### src/hdl/prc_ram.sv
// ============================================================================
// Generic RAM
// One write port and one read port with a registered read.
// ============================================================================
module prc_ram #(
    parameter int WIDTH = 8,
    parameter int DEPTH = 16
) (
    input  logic                     clk,
    input  logic                     wr_en,
    input  logic [$clog2(DEPTH)-1:0] wr_addr,
    input  logic [WIDTH-1:0]         wr_data,
    input  logic                     rd_en,
    input  logic [$clog2(DEPTH)-1:0] rd_addr,
    output logic [WIDTH-1:0]         rd_data
);

    logic [WIDTH-1:0] mem [DEPTH];
    logic [WIDTH-1:0] rd_data_reg;

    always_ff @(posedge clk)
    begin
        if (wr_en)
        begin
            mem[wr_addr] <= wr_data;
        end
        if (rd_en)
        begin
            rd_data_reg <= mem[rd_addr];
        end
    end

    assign rd_data = rd_data_reg;

endmodule

### config.mk
export PLATFORM = sky130hd
export DESIGN_NAME = prc_ram
export DESIGN_NICKNAME = d
export VERILOG_FILES = /design/src/hdl/prc_ram.sv
export SDC_FILE = /design/constraint.sdc
export NUM_CORES = 1
export LEC_CHECK = 0
export ABC_AREA = 1
export BUFFER_PORTS_ARGS = -buffer_cell sky130_fd_sc_hd__clkbuf_2
export CAP_MARGIN = 40
export CORE_MARGIN = 2
export CORE_UTILIZATION = 55
export CTS_CLUSTER_DIAMETER = 200
export DETAILED_ROUTE_END_ITERATION = 8
export PLACE_DENSITY = 0.72
export SETUP_SLACK_MARGIN = 0.4
export SLEW_MARGIN = 25
export SYNTH_ARGS = -nofsm -noshare
export SYNTH_HDL_FRONTEND = slang
export SYNTH_SLANG_ARGS = --single-unit
### constraint.sdc
create_clock -name clk -period 2.7 [get_ports clk]
set_clock_uncertainty 0.15 [all_clocks]
set_input_delay 0.54 -clock clk [delete_from_list [all_inputs] [get_ports clk]]
set_output_delay 0.54 -clock clk [all_outputs]
set_load 0.005 [all_outputs]
==> run metrics <==
CTS-repair resized insts 0; Antenna Nets Post-Route 0; Leak roughly 2.9 nW; 1st-iter DRT viols 373; WS Path Type reg -> out; DRC viols 0; setup TNS 0 ns; Cell variety after synth 11; WL per Instance around 17 µm; Pins Over Slew Limit 0; die width roughly 110 µm; cell breakdown of the critical path clkbuf_2; gpl congestion about 0.84; Setup-failing EPs final 0; WP data required ~2.0 ns; CTS tree yes; worst-margin pin slew roughly 0.75 ns; Mapped Cells 551; placed cell area between 6000 and 7000 µm²; Max-Cap Viols 0; PwrDens roughly 730 nW/µm²; Hold Crit Start rd_en; pin count of the biggest net entering global routing 65; core footprint about 10000 µm²; CP startpoint kind flip-flop; Starting Density about 57%; I/O Buffers 26; area leader, netlist edfxtp_1; reg-to-reg startpoint mem[10][5]; Slowest Stage Delay on Critical Path about 0.37 ns; GRT Overall Usage roughly a quarter; first-pass GRT wire length 19800 µm; status completed; worst-skew pair later-pin latency 0.53 ns; setup ws final roughly 1 ns; postcts setup bufs 0; min Tclk post-route 1.71 ns; hold buffers post-CTS 0; kind of cell adding the most delay to the critical path flip-flops; reg2reg path depth 6; DPL Wire Length 7450 µm; nets approximately 600; ant diodes 0; Total Wirelength 12400 µm; Post-Layout Inst Area roughly 6600 µm²; layout cells sized above 1 a little under an eighth; register area share after synthesis 69.8%; Critical path buffers and inverters 1; placed cells roughly 700; Overall Power 4.86 mW; multi-input logic area between 1000 and 1500 µm²; Worst EP arrival 1.02 ns; CP Capture Type primary output; Synth Register Bits around 140; max FFs per register roughly 130; hold depth 1; initial antenna violation count 0; Root Buffer clkbuf_8; remaining global-route overflow 0; P&R area growth vs syn 13.7%; routed vias/inst around 5.2; FP Rows 37; synthesized area per cell between 10 and 15 µm²; Pre-antenna DRT Iters 5; Clock transition at path regs around 0.06 ns; pre-CTS setup slack approximately 0.63 ns; area occupied by registers roughly 4000 µm²; H-tree Lvls 4; CP Depth 1; Die ar. ~11000 µm²; FMAX ~600 MHz; Yosys Warn Count 0; worst rel slew slack 49.5%; CP max-delay cell edfxtp_1; clk sinks ~140; Worst Hold Class in -> reg; top-area cell type share of the netlist area between 60% and 70%; VDD IR max between 0.4 and 0.5 mV; crit-path max FO 1; Non-Filler Instances 731; RSZ-0062 raised after global routing no; top cells by area, synth edfxtp_1 (70%), nand2_1 (11%), nand3_1 (8.3%); via count approximately 3800; Layout fillers 751; Die H between 100 and 150 µm; CTS Buf Count 17; number of global-route vias before repair roughly 3600; period utilization a little over three fifths; final hold violations 0; mapped cell area about 6000 µm²; Net Count, Synth 570; Max clock buf depth 2; I/O pin count 27; Crit. Startpoint rd_data[1]
==> cell usage in the layout (no fill, tap or decap), drive strengths merged <==
| cell type | n |
|---|---|
| clkinvlp | 5 |
| clkinv | 6 |
| nand3b | 2 |
| nand3 | 97 |
| inv | 104 |
| edfxtp | 136 |
| nor2 | 17 |
| nand2 | 173 |
| clkbuf | 43 |
| buf | 10 |
| bufinv | 2 |
==> cells in the mapped netlist <==
master and number:
inv_1 100, edfxtp_1 136, buf_1 1, nor2_1 17, buf_6 6, inv_2 2, nand3b_1 2, nand3_1 97
buf_4 4, buf_2 13, nand2_1 173
==> layer usage <==
layer  wire (µm)  vias to the layer above  part of all wire [%]  track usage (%)
li1            -                     1843                     -                -
met1        5350                     1761                    43             33.6
met2        5890                      171                    47             35.6
met3         921                       19                   7.4             6.02
met4         248                        0                   2.0             9.00
met5           0                        -                     0                0
==> worst paths after layout <==
path	endpoint	slack, ns
max	rd_data[1]	0.99
min	rd_data[6]	0.22
max reg2reg	rd_data[5]	1.34
min reg2reg	rd_data[7]	0.61
==> report_power, final <==
| part | leakage [nW] | switching (mW) | internal (mW) |
|---|---|---|---|
| Sequential | 1.24 | 0.0115 | 2.38 |
| Combinational | 1.36 | 0.201 | 0.0796 |
| Clock | 0.262 | 0.880 | 1.31 |
| Total | 2.86 | 1.09 | 3.77 |
==> logic make-up (layout without fill, tap and decap cells) <==
| logic type | count (synthesis) | in the layout | synth area share (%) |
|---|---|---|---|
| flops | 136 | 136 | 69.8 |
| simple gates | 289 | 289 | 20.8 |
| buf+inv | 126 | 170 | 9.39 |
==> through the flow <==
stage,hold slack (ns),util [%]
2_1_floorplan,0.489,-
3_3_place_gp,0.607,58.8
3_5_place_dp,0.601,58.8
4_1_cts,0.208,64.3
5_1_grt,0.216,64.4
6_report,0.218,64.4
==> final cells by class <==
class	count	area share (%)
clock buffers	17	6.23
well taps	136	2.56
multi-input cells	289	18.3
clock inverters	15	2.31
inverters	102	5.76
flip-flops and latches	136	61.4
repair buffers	36	3.46
Power figures use the tool's default switching activity.
