[src/hdl/prc_pkg.sv]
// ============================================================================
// Position result cache package
// Shared types and constants for the position result cache.
// ============================================================================
package prc_pkg;

    localparam int SLOTS     = 6;
    localparam int TAG_W     = 128;
    localparam int WIN_W     = 2;
    localparam int SLOT_IDX_W = 3;

    localparam logic [WIN_W-1:0] WIN_BLUE   = 2'd0;
    localparam logic [WIN_W-1:0] WIN_ORANGE = 2'd1;
    localparam logic [WIN_W-1:0] WIN_NONE   = 2'd2;
    localparam logic [WIN_W-1:0] WIN_BAD    = 2'd3;

    localparam logic FUNC_STORE  = 1'b0;
    localparam logic FUNC_LOOKUP = 1'b1;

    localparam logic [1:0] STONES_ZERO  = 2'd0;
    localparam logic [1:0] STONES_THREE = 2'd3;

    typedef logic [SLOTS-1:0][WIN_W-1:0] slot_vec_t;

    typedef struct packed {
        logic [TAG_W-1:0] tag;
        slot_vec_t        slots;
    } entry_t;

    localparam int ENTRY_W = $bits(entry_t);

    typedef struct packed {
        logic             func;
        logic [TAG_W-1:0] tag;
        logic             mover;
        logic [1:0]       stones;
        logic [WIN_W-1:0] winner;
    } req_t;

    typedef enum logic [2:0] {
        ST_CLEAR  = 3'b001,
        ST_IDLE   = 3'b010,
        ST_UPDATE = 3'b100
    } state_t;

endpackage

[src/hdl/prc_update.sv]
// ============================================================================
// Position result cache entry update
// Compares the tag, forms the new entry for a store and the lookup answer.
// ============================================================================
module prc_update (
    input  prc_pkg::req_t                  req,
    input  prc_pkg::entry_t                rd_entry,
    output prc_pkg::entry_t                wr_entry,
    output logic [prc_pkg::WIN_W-1:0]      lookup_winner
);

    logic                              match;
    logic [1:0]                        stones_eff;
    logic [prc_pkg::WIN_W-1:0]         win_eff;
    logic [prc_pkg::SLOT_IDX_W-1:0]    slot_lo;
    logic [prc_pkg::SLOT_IDX_W-1:0]    slot_hi;
    prc_pkg::slot_vec_t                base_slots;

    always_comb
    begin
        match      = (rd_entry.tag == req.tag);
        stones_eff = (req.stones == prc_pkg::STONES_ZERO) ? prc_pkg::STONES_THREE : req.stones;
        win_eff    = (req.winner == prc_pkg::WIN_BAD) ? prc_pkg::WIN_NONE : req.winner;
        slot_lo    = req.mover ? 3'd3 : 3'd0;
        slot_hi    = slot_lo + 3'd3 - {1'b0, stones_eff};

        base_slots = match ? rd_entry.slots : {prc_pkg::SLOTS{prc_pkg::WIN_NONE}};

        wr_entry.tag = req.tag;
        for (int k = 0; k < prc_pkg::SLOTS; k++)
        begin
            if ((3'(k) >= slot_lo) && (3'(k) <= slot_hi))
            begin
                wr_entry.slots[k] = win_eff;
            end
            else
            begin
                wr_entry.slots[k] = base_slots[k];
            end
        end

        lookup_winner = match ? rd_entry.slots[slot_hi] : prc_pkg::WIN_NONE;
    end

endmodule

[config.mk]
export PLATFORM = sky130hd
export DESIGN_NAME = prc_update
export DESIGN_NICKNAME = d
export VERILOG_FILES = /design/src/hdl/prc_pkg.sv /design/src/hdl/prc_update.sv
export SDC_FILE = /design/constraint.sdc
export NUM_CORES = 1
export LEC_CHECK = 0
export ABC_CLOCK_PERIOD_IN_PS = 1800
export BUFFER_PORTS_ARGS = -buffer_cell sky130_fd_sc_hd__buf_2
export CORE_AREA = 2 2 162 164
export DETAILED_ROUTE_END_ITERATION = 8
export DIE_AREA = 0 0 164 166
export PLACE_DENSITY = 0.36
export SLEW_MARGIN = 20
export SYNTH_ARGS = -nofsm -noshare
export SYNTH_HDL_FRONTEND = slang
export SYNTH_SLANG_ARGS = --single-unit
[constraint.sdc]
create_clock -name vclk -period 1.8
set_clock_uncertainty 0.05 [all_clocks]
set_input_delay 0.18 -clock vclk [all_inputs]
set_output_delay 0.18 -clock vclk [all_outputs]
set_load 0.005 [all_outputs]
==> reports/results.ini, run 1 <==
[sta]
period_share = 1.19
finalHoldViolCount = 0
drv_slew = 0
relSlewSlack = 0.786
rsz0062_at_grt = yes
setup_slack_ns = -0.347
period_minus_slack_ns = 2.15
max_freq_mhz = 466
tightest_slew_ns = 0.321
tns_ns = -4.43
setup-violations-final = 14

[critical_path]
crit_path_max_fanout = 12
critical_path_class = input pin to primary output
worstSetupStartpointType = input pin
critical_path.top_delay_family = buffers and inverters
crit_buf_inv = 5
worst-path-stages = 11
cp.arrival_ns = 1.92
crit_required_ns = 1.57
max_stage_delay_ns = 0.31
slowest_stage = nor4_1
crit_path_end_kind = primary output
path_cells = buf_2 > xnor2_1 > nand4_1 > nor4_1 > buf_4 > nand4_1 > buf_4 > nor2_4 > buf_12 > a31o_2 > buf_2

[global_routing]
grt_pass1_vias = 3224
grt_use_total = 0.0884
grt_max_degree = 13
grt_overflow_total = 0
grt_pass1_wl_mm = 18.6
antenna_found_initial = 0

[logic_synthesis]
synthTopCellsByArea = xnor2_1 41%, buf_4 35%, nand4_1 7.8%, mux4_2 1.7%, nor2_1 1.7%
synth_top_area_frac = 0.412
yosysTopAreaCell = xnor2_1
synth_cell_types = 28
netlist_instances = 353
yosys_warnings = 0
syn_area_per_cell_um2 = 7.71
syn_nets = 629
seq_area_frac_synth = 0
synth_area_um2 = 2720
yosys-top-cells-count = 128 x buf_4, 128 x xnor2_1, 34 x nand4_1, 12 x nor2_1, 7 x nor4_1

[layout]
drive_above_1_share = 0.722
nets = 965
stdcell_count = 1022
antenna_cells = 0
syn_to_final_growth_pct = 81.4
seq_cell_count = 0
num-fill-cells = 2931
regArea_um2 = 0
clockBufferCount = 0
design_area_um2 = 4930

[power]
p_per_area_nw_per_um2 = 236
ir_drop_uv = 87.2
p_leak_uw = 0.00244

[placement]
dp_slack_ns = -0.680
port_buffers = 415
dpl-instance-area_um2 = 4620
hpwl_mm = 12.6
gp_congestion = 0.858
place_inst = 1021

[outcome]
status = complete, but fails checks
failed_checks = setup timing

[min_path]
whs_path_depth = 2
hold_path_class = input pin to primary output

[detailed_routing]
via_per_inst = 3.25
ant_nets = 0
drt-pass1-iter-count = 4
wl_mm = 13.5
via_count = 3322
drtIter0Drc = 64
drc = 0
wl_per_cell_um = 13.2

[floorplanning]
die_w_um = 164
core_um2 = 25600
start_util = 0.106
num_rows = 59
num_io_pins = 416
die_h_um = 166
dieArea_um2 = 27200

[flow_run]
maxCapViolations = 0

[cts]
cts_hold_buf = 0

## cell usage in the layout, fill, tap and decap left out
cell and instances:
buf_2 402, xnor2_1 113, buf_4 49, nand4_1 34
xnor2_2 13, nor2_1 12, buf_6 11, inv_1 6
a31oi_1 5, nor4_1 4, mux2i_1 3, nor4_2 3
a31o_1 3, buf_8 3, nor2b_1 2, mux4_2 2
xnor2_4 2, a21oi_1 2, or3_1 1, nor4_4 1
nor2_4 1, o211ai_1 1, nor3_1 1, or2_4 1
nand2b_1 1, nor2b_2 1, a31o_4 1, nor3_2 1
o21bai_1 1, nand2_1 1, o32ai_4 1, o21ai_1 1
a31o_2 1, fa_2 1, ha_2 1, buf_12 1
## repair_timing
item,in CTS,in global routing
endpoints found under the hold margin,0,0
gates resized for setup,30,21
buffers inserted,1,1
gates cloned,0,0
endpoints found under the setup margin,14,14
pin swaps,11,4
## path summary, 6_finish.rpt
check                    from           end  slack [ns]
worst max-delay path  req[17]  wr_entry[10]       -0.35
worst min-delay path  req[21]  wr_entry[28]        0.49
## routing by layer
metal	GRT usage	vias up	wire length, µm	share of wire
li1	-	1726	-	-
met1	0.127	1452	6130	0.45
met2	0.154	144	6620	0.49
met3	0.00450	0	726	0.054
met4	0	0	0	0
met5	0	-	0	0
## power by group
group / internal, µW / leakage [µW] / total, µW / switching, µW
Sequential: 0 / 0 / 0 / 0
Combinational: 674 / 0.00244 / 1170 / 491
Clock: 0 / 0 / 0 / 0
## per-stage QoR
stage	utilization	power, µW	hold slack (ns)
after global placement	0.180	1120	0.502
final	0.193	1170	0.488
after CTS	0.187	1150	0.481
after floorplan	-	589	0.367
after detailed placement	0.180	1110	0.503
after global routing	0.193	1270	0.500
## logic make-up after synthesis
kind of cell,after synthesis,share of synthesized area
buffers and inverters,138,0.370
xor gates and xnor gates,128,0.412
and+or+nand+nor,64,0.137
AOI/OAI and AO/OA,16,0.0419
muxes,5,0.0276
adders and majority gates,2,0.0120
## area by class of cell
class              instances  area [µm²]  share of cell area
well taps                335         419              0.0849
multi-input cells        215        1920               0.390
inverters                  6        22.5             0.00456
repair buffers           466        2570               0.521
(Power assumes the default switching activity.)
==> run 2: changes to the inputs <==
--- a/config.mk
+++ b/config.mk
@@ -7,10 +7,10 @@
 export LEC_CHECK = 0
 export ABC_CLOCK_PERIOD_IN_PS = 1800
 export BUFFER_PORTS_ARGS = -buffer_cell sky130_fd_sc_hd__buf_2
-export CORE_AREA = 2 2 162 164
+export CORE_AREA = 4 4 159 161
 export DETAILED_ROUTE_END_ITERATION = 8
-export DIE_AREA = 0 0 164 166
-export PLACE_DENSITY = 0.36
+export DIE_AREA = 0 0 163 165
+export PLACE_DENSITY = 0.38
 export SLEW_MARGIN = 20
 export SYNTH_ARGS = -nofsm -noshare
 export SYNTH_HDL_FRONTEND = slang
==> reports/results.ini, run 2 (same netlist as run 1, synthesis figures left out) <==
[outcome]
status = complete, but fails checks  ; unchanged
failed_checks = setup timing  ; unchanged

[min_path]
hp-start = req[70]  ; was req[21]
hold_end = wr_entry[77]  ; was wr_entry[28]
hold_path_class = input pin to primary output  ; unchanged
whs_path_depth = 2  ; unchanged

[layout]
design_area_um2 = 5240  ; was 4930 µm²
antenna_cells = 0  ; unchanged
syn_to_final_growth_pct = 92.6  ; was 81.4%
multi_input_comb_area_um2 = 2120  ; was 1920 µm²
clockBufferCount = 0  ; unchanged
final_util = 0.219  ; was 0.193
seq_cell_count = 0  ; unchanged
drive_above_1_share = 0.755  ; was 0.722
regArea_um2 = 0  ; unchanged
final_common_cell = buf_2  ; unchanged
final_cell_mix = 379 x buf_2, 96 x xnor2_1, 43 x buf_4  ; was 402 x buf_2, 113 x xnor2_1, 49 x buf_4
num-fill-cells = 2724  ; was 2931
nets = 963  ; was 965

[global_routing]
grt_use_total = 0.0875  ; was 0.0884
grt_max_degree = 10  ; was 13
grt_pass1_wl_mm = 18.5  ; was 18.6 mm
grt_pass1_vias = 3332  ; was 3224
grt_overflow_total = 0  ; unchanged
antenna_found_initial = 0  ; unchanged

[critical_path]
crit_path_end_kind = primary output  ; unchanged
crit_required_ns = 1.57  ; about the same
cp.arrival_ns = 1.87  ; was 1.92 ns
critical_path_class = input pin to primary output  ; unchanged
crit_path_max_fanout = 7  ; was 12
worstSetupStartpointType = input pin  ; unchanged

[detailed_routing]
ant_nets = 0  ; unchanged
drt-pass1-iter-count = 4  ; unchanged
drc = 0  ; unchanged
via_per_inst = 3.39  ; was 3.25
drtIter0Drc = 70  ; was 64
wl_mm = 14.2  ; was 13.5 mm
via_count = 3416  ; was 3322
wl_per_cell_um = 14.1  ; was 13.2 µm

[floorplanning]
die_w_um = 163  ; was 164 µm
start_util = 0.114  ; was 0.106
dieArea_um2 = 26900  ; was 27200 µm²
num_rows = 57  ; was 59
num_io_pins = 416  ; unchanged
die_h_um = 165  ; was 166 µm
core_um2 = 24000  ; was 25600 µm²

[cts]
cts_hold_buf = 0  ; unchanged

[power]
p_per_area_nw_per_um2 = 238  ; was 236 nW/µm²
p_leak_uw = 0.00261  ; was 0.00244 µW
ir_drop_uv = 81.2  ; was 87.2 µV

[sta]
period_share = 1.16  ; was 1.19
max_freq_mhz = 477  ; was 466 MHz
drv_slew = 0  ; unchanged
period_minus_slack_ns = 2.10  ; was 2.15 ns
finalHoldViolCount = 0  ; unchanged
setup_slack_ns = -0.295  ; was -0.347 ns
rsz0062_at_grt = yes  ; unchanged
relSlewSlack = 0.817  ; was 0.786
tightest_slew_ns = 0.273  ; was 0.321 ns
setup-violations-final = 14  ; unchanged

[flow_run]
maxCapViolations = 0  ; unchanged

[placement]
dpl-instance-area_um2 = 4580  ; was 4620 µm²
port_buffers = 415  ; unchanged
hpwl_mm = 13.0  ; was 12.6 mm
gp_congestion = 0.842  ; was 0.858

-- run 2: cell count changes in the layout (fill, tap and decap cells not counted), sizes merged --
cell / before / now
buf: 466 / 464
-- run 2: timing repair --
action / CTS / global route
setup buffers: 6 / 0
cloned: 1 / 0
gates resized for setup: 79 / 26
pin swaps: 52 / 26
endpoints found under the setup margin: 14 / 14
-- run 2: through the flow --
stage / setup slack, ns / std cells / power, µW / TNS [ns] / hold slack [ns]
CTS: -0.335 / 1011 / 1220 / -4.20 / 0.480
global route: -0.425 / 1009 / 1360 / -5.43 / 0.483
detailed placement: -0.722 / 1006 / 1100 / -9.57 / 0.504
floorplan: -0.0338 / 353 / 589 / -0.0519 / 0.367
global placement: -0.707 / 1006 / 1110 / -9.35 / 0.506
finish: -0.295 / 1009 / 1250 / -3.36 / 0.480
-- run 2: area by class of cell --
cell class	instances	area share
multi-input combinational	215	0.404
tap	324	0.0774
inverter	6	0.00430
timing repair buffer	464	0.515
-- run 2: worst max path at each step --
| stage | from | cells past startpoint | endpoint |
|---|---|---|---|
| global placement | req[22] | 10 | wr_entry[10] |
| floorplan | req[3] | 7 | wr_entry[2] |
| global route | req[87] | 11 | wr_entry[6] |
| CTS | req[3] | 8 | wr_entry[2] |
| detailed placement | req[22] | 10 | wr_entry[10] |
| finish | req[3] | 8 | wr_entry[2] |
-- run 2: routing by layer --
layer | vias up | global-route usage | part of all wire
li1 | 1717 | - | -
met1 | 1554 | 0.130 | 0.44
met2 | 145 | 0.149 | 0.51
met3 | 0 | 0.00399 | 0.057
met4 | 0 | 0 | 0
met5 | - | 0 | 0
-- run 2: report_power, final --
| group | switching (µW) | internal (µW) |
|---|---|---|
| logic | 513 | 736 |
| registers | 0 | 0 |
| clock network | 0 | 0 |
| total | 513 | 736 |
-- run 2: worst max-delay path, stage by stage --
cell	delay, ns
buf_6	0.09
nor2b_4	0.11
ha_2	0.17
fa_2	0.63
nor3_2	0.07
or2_4	0.27
a31o_1	0.22
buf_2	0.12
==> run 3: changes to the inputs <==
--- a/config.mk
+++ b/config.mk
@@ -5,12 +5,12 @@
 export SDC_FILE = /design/constraint.sdc
 export NUM_CORES = 1
 export LEC_CHECK = 0
-export ABC_CLOCK_PERIOD_IN_PS = 1800
+export ABC_CLOCK_PERIOD_IN_PS = 2420
 export BUFFER_PORTS_ARGS = -buffer_cell sky130_fd_sc_hd__buf_2
-export CORE_AREA = 4 4 159 161
+export CORE_AREA = 4 4 160 162
 export DETAILED_ROUTE_END_ITERATION = 8
-export DIE_AREA = 0 0 163 165
-export PLACE_DENSITY = 0.38
+export DIE_AREA = 0 0 164 166
+export PLACE_DENSITY = 0.36
 export SLEW_MARGIN = 20
 export SYNTH_ARGS = -nofsm -noshare
 export SYNTH_HDL_FRONTEND = slang
==> constraint.sdc (replaced) <==
create_clock -name vclk -period 2.42
set_clock_uncertainty 0.05 [all_clocks]
set_input_delay 0.121 -clock vclk [all_inputs]
set_output_delay 0.121 -clock vclk [all_outputs]
set_load 0.005 [all_outputs]
==> reports/results.ini, run 3 (same netlist as run 1, synthesis figures left out) <==
[detailed_routing]
wl_per_cell_um = 14.7  ; was 14.1 µm
drtIter0Drc = 121  ; was 70
via_per_inst = 3.36  ; was 3.39
wl_mm = 14.2  ; about the same
drc = 0  ; unchanged
drt-pass1-iter-count = 4  ; unchanged
via_count = 3233  ; was 3416
ant_nets = 0  ; unchanged

[placement]
port_buffers = 415  ; unchanged
gp_congestion = 0.887  ; was 0.842
dp_slack_ns = 0.0990  ; was -0.722 ns
hpwl_mm = 13.4  ; was 13.0 mm

[floorplanning]
dieArea_um2 = 27200  ; was 26900 µm²
die_h_um = 166  ; was 165 µm
die_w_um = 164  ; was 163 µm
core_um2 = 24100  ; was 24000 µm²
start_util = 0.113  ; was 0.114
num_rows = 57  ; unchanged
num_io_pins = 416  ; unchanged

[power]
pwr-share-seq = 0  ; about the same
switchingPower_uw = 340  ; was 513 µW
p_per_area_nw_per_um2 = 177  ; was 238 nW/µm²
clkPwrFrac = 0  ; about the same
p_leak_uw = 0.00207  ; was 0.00261 µW
ir_drop_uv = 78.7  ; was 81.2 µV
swShare = 0.451  ; was 0.411
power.internal_uw = 414  ; was 736 µW
combPwrFrac = 1.000  ; about the same

[global_routing]
grt_overflow_total = 0  ; unchanged
antenna_found_initial = 0  ; unchanged
grt_use_total = 0.0924  ; was 0.0875
grt_pass1_vias = 3290  ; was 3332
grt_max_degree = 13  ; was 10
grt_pass1_wl_mm = 19.8  ; was 18.5 mm

[layout]
final_common_cell = buf_2  ; unchanged
final_cell_mix = 415 x buf_2, 128 x xnor2_1, 34 x nand4_1  ; was 379 x buf_2, 96 x xnor2_1, 43 x buf_4
clockBufferCount = 0  ; unchanged
antenna_cells = 0  ; unchanged
drive_above_1_share = 0.666  ; was 0.755
syn_to_final_growth_pct = 56.3  ; was 92.6%
regArea_um2 = 0  ; unchanged
final_util = 0.176  ; was 0.219
nets = 916  ; was 963
seq_cell_count = 0  ; unchanged

[critical_path]
path_cells = buf_2 > xnor2_1 > nand4_1 > nor4_2 > nand4_1 > nor2_2 > buf_12 > a31o_2 > buf_2  ; was buf_6 > nor2b_4 > ha_2 > fa_2 > nor3_2 > or2_4 > a31o_1 > buf_2
max_stage_delay_ns = 0.35  ; was 0.63 ns
crit_path_end_kind = primary output  ; unchanged
crit_path_max_fanout = 12  ; was 7
worstSetupStartpointType = input pin  ; unchanged
critical_path_class = input pin to primary output  ; unchanged
crit_buf_inv = 3  ; was 2
crit_required_ns = 2.25  ; was 1.57 ns
slowest_stage = xnor2_1  ; was fa_2
critical_path.top_delay_family = simple AND/OR/NAND/NOR gates  ; was adder cells
cp.arrival_ns = 2.13  ; was 1.87 ns

[sta]
setup_slack_ns = 0.121  ; was -0.295 ns
relSlewSlack = 0.685  ; was 0.817
tns_ns = 0  ; was -3.36 ns
max_freq_mhz = 435
finalHoldViolCount = 0  ; unchanged
setup-violations-final = 0  ; was 14
rsz0062_at_grt = no  ; was yes
drv_slew = 0  ; unchanged
period_share = 0.950
tightest_slew_ns = 0.468  ; was 0.273 ns
period_minus_slack_ns = 2.30

[outcome]
status = finished, final reports clean  ; was complete, but fails checks

[min_path]
whs_path_depth = 2  ; unchanged
hold_path_class = input pin to primary output  ; unchanged
hold_end = wr_entry[28]  ; was wr_entry[77]
hp-start = req[21]  ; was req[70]

[flow_run]
maxCapViolations = 0  ; unchanged

[cts]
post_cts_buffers = 0  ; was 6

## run 3: changes by cell type in the layout (fill, tap and decap cells not counted), sizes merged
cell | before | now
buf | 464 | 417
## run 3: stage by stage
stage | std cells | hold slack [ns] | instance area (µm²) | power (µW)
2_1_floorplan | 353 | 0.249 | 2720 | 431
3_3_place_gp | 962 | 0.389 | 4250 | 766
3_5_place_dp | 962 | 0.388 | 4250 | 757
4_1_cts | 962 | 0.388 | 4250 | 762
5_1_grt | 962 | 0.392 | 4250 | 827
6_report | 962 | 0.387 | 4250 | 754
## run 3: power groups by stage
stage          clock network [µW]  registers (µW)  logic, µW
3_3_place_gp                    0               0        766
3_5_place_dp                    0               0        757
4_1_cts                         0               0        762
5_1_grt                         0               0        827
6_report                        0               0        754
2_1_floorplan                   0               0        431
## run 3: area by class of cell
type,instances,area [µm²]
Fill cell,2838,19900
Timing Repair Buffer,417,2100
Multi-Input combinational cell,215,1720
Tap cell,324,405
Inverter,6,22.5
## run 3: worst max path at each step
| stage | depth (start not counted) | end | slack, ns | startpoint |
|---|---|---|---|---|
| 2_1_floorplan | 7 | wr_entry[2] | 0.56 | req[3] |
| 3_3_place_gp | 9 | wr_entry[8] | 0.09 | req[84] |
| 3_5_place_dp | 9 | wr_entry[8] | 0.1 | req[108] |
| 4_1_cts | 9 | wr_entry[8] | 0.09 | req[21] |
| 5_1_grt | 9 | wr_entry[8] | 0.0004 | req[49] |
| 6_report | 9 | wr_entry[8] | 0.12 | req[71] |
## run 3: metal layers
| layer | global-route usage | up-vias | part of all wire |
|---|---|---|---|
| met2 | 0.162 | 153 | 0.50 |
| met1 | 0.131 | 1451 | 0.43 |
| li1 | - | 1625 | - |
| met3 | 0.00621 | 4 | 0.071 |
| met5 | 0 | - | 0 |
| met4 | 0.00292 | 0 | 0.0019 |
## run 3: repair_timing
action | in CTS | in global routing
hold buffers | 0 | 0
resized for setup | 0 | 1
endpoints found under the setup margin | 0 | 11
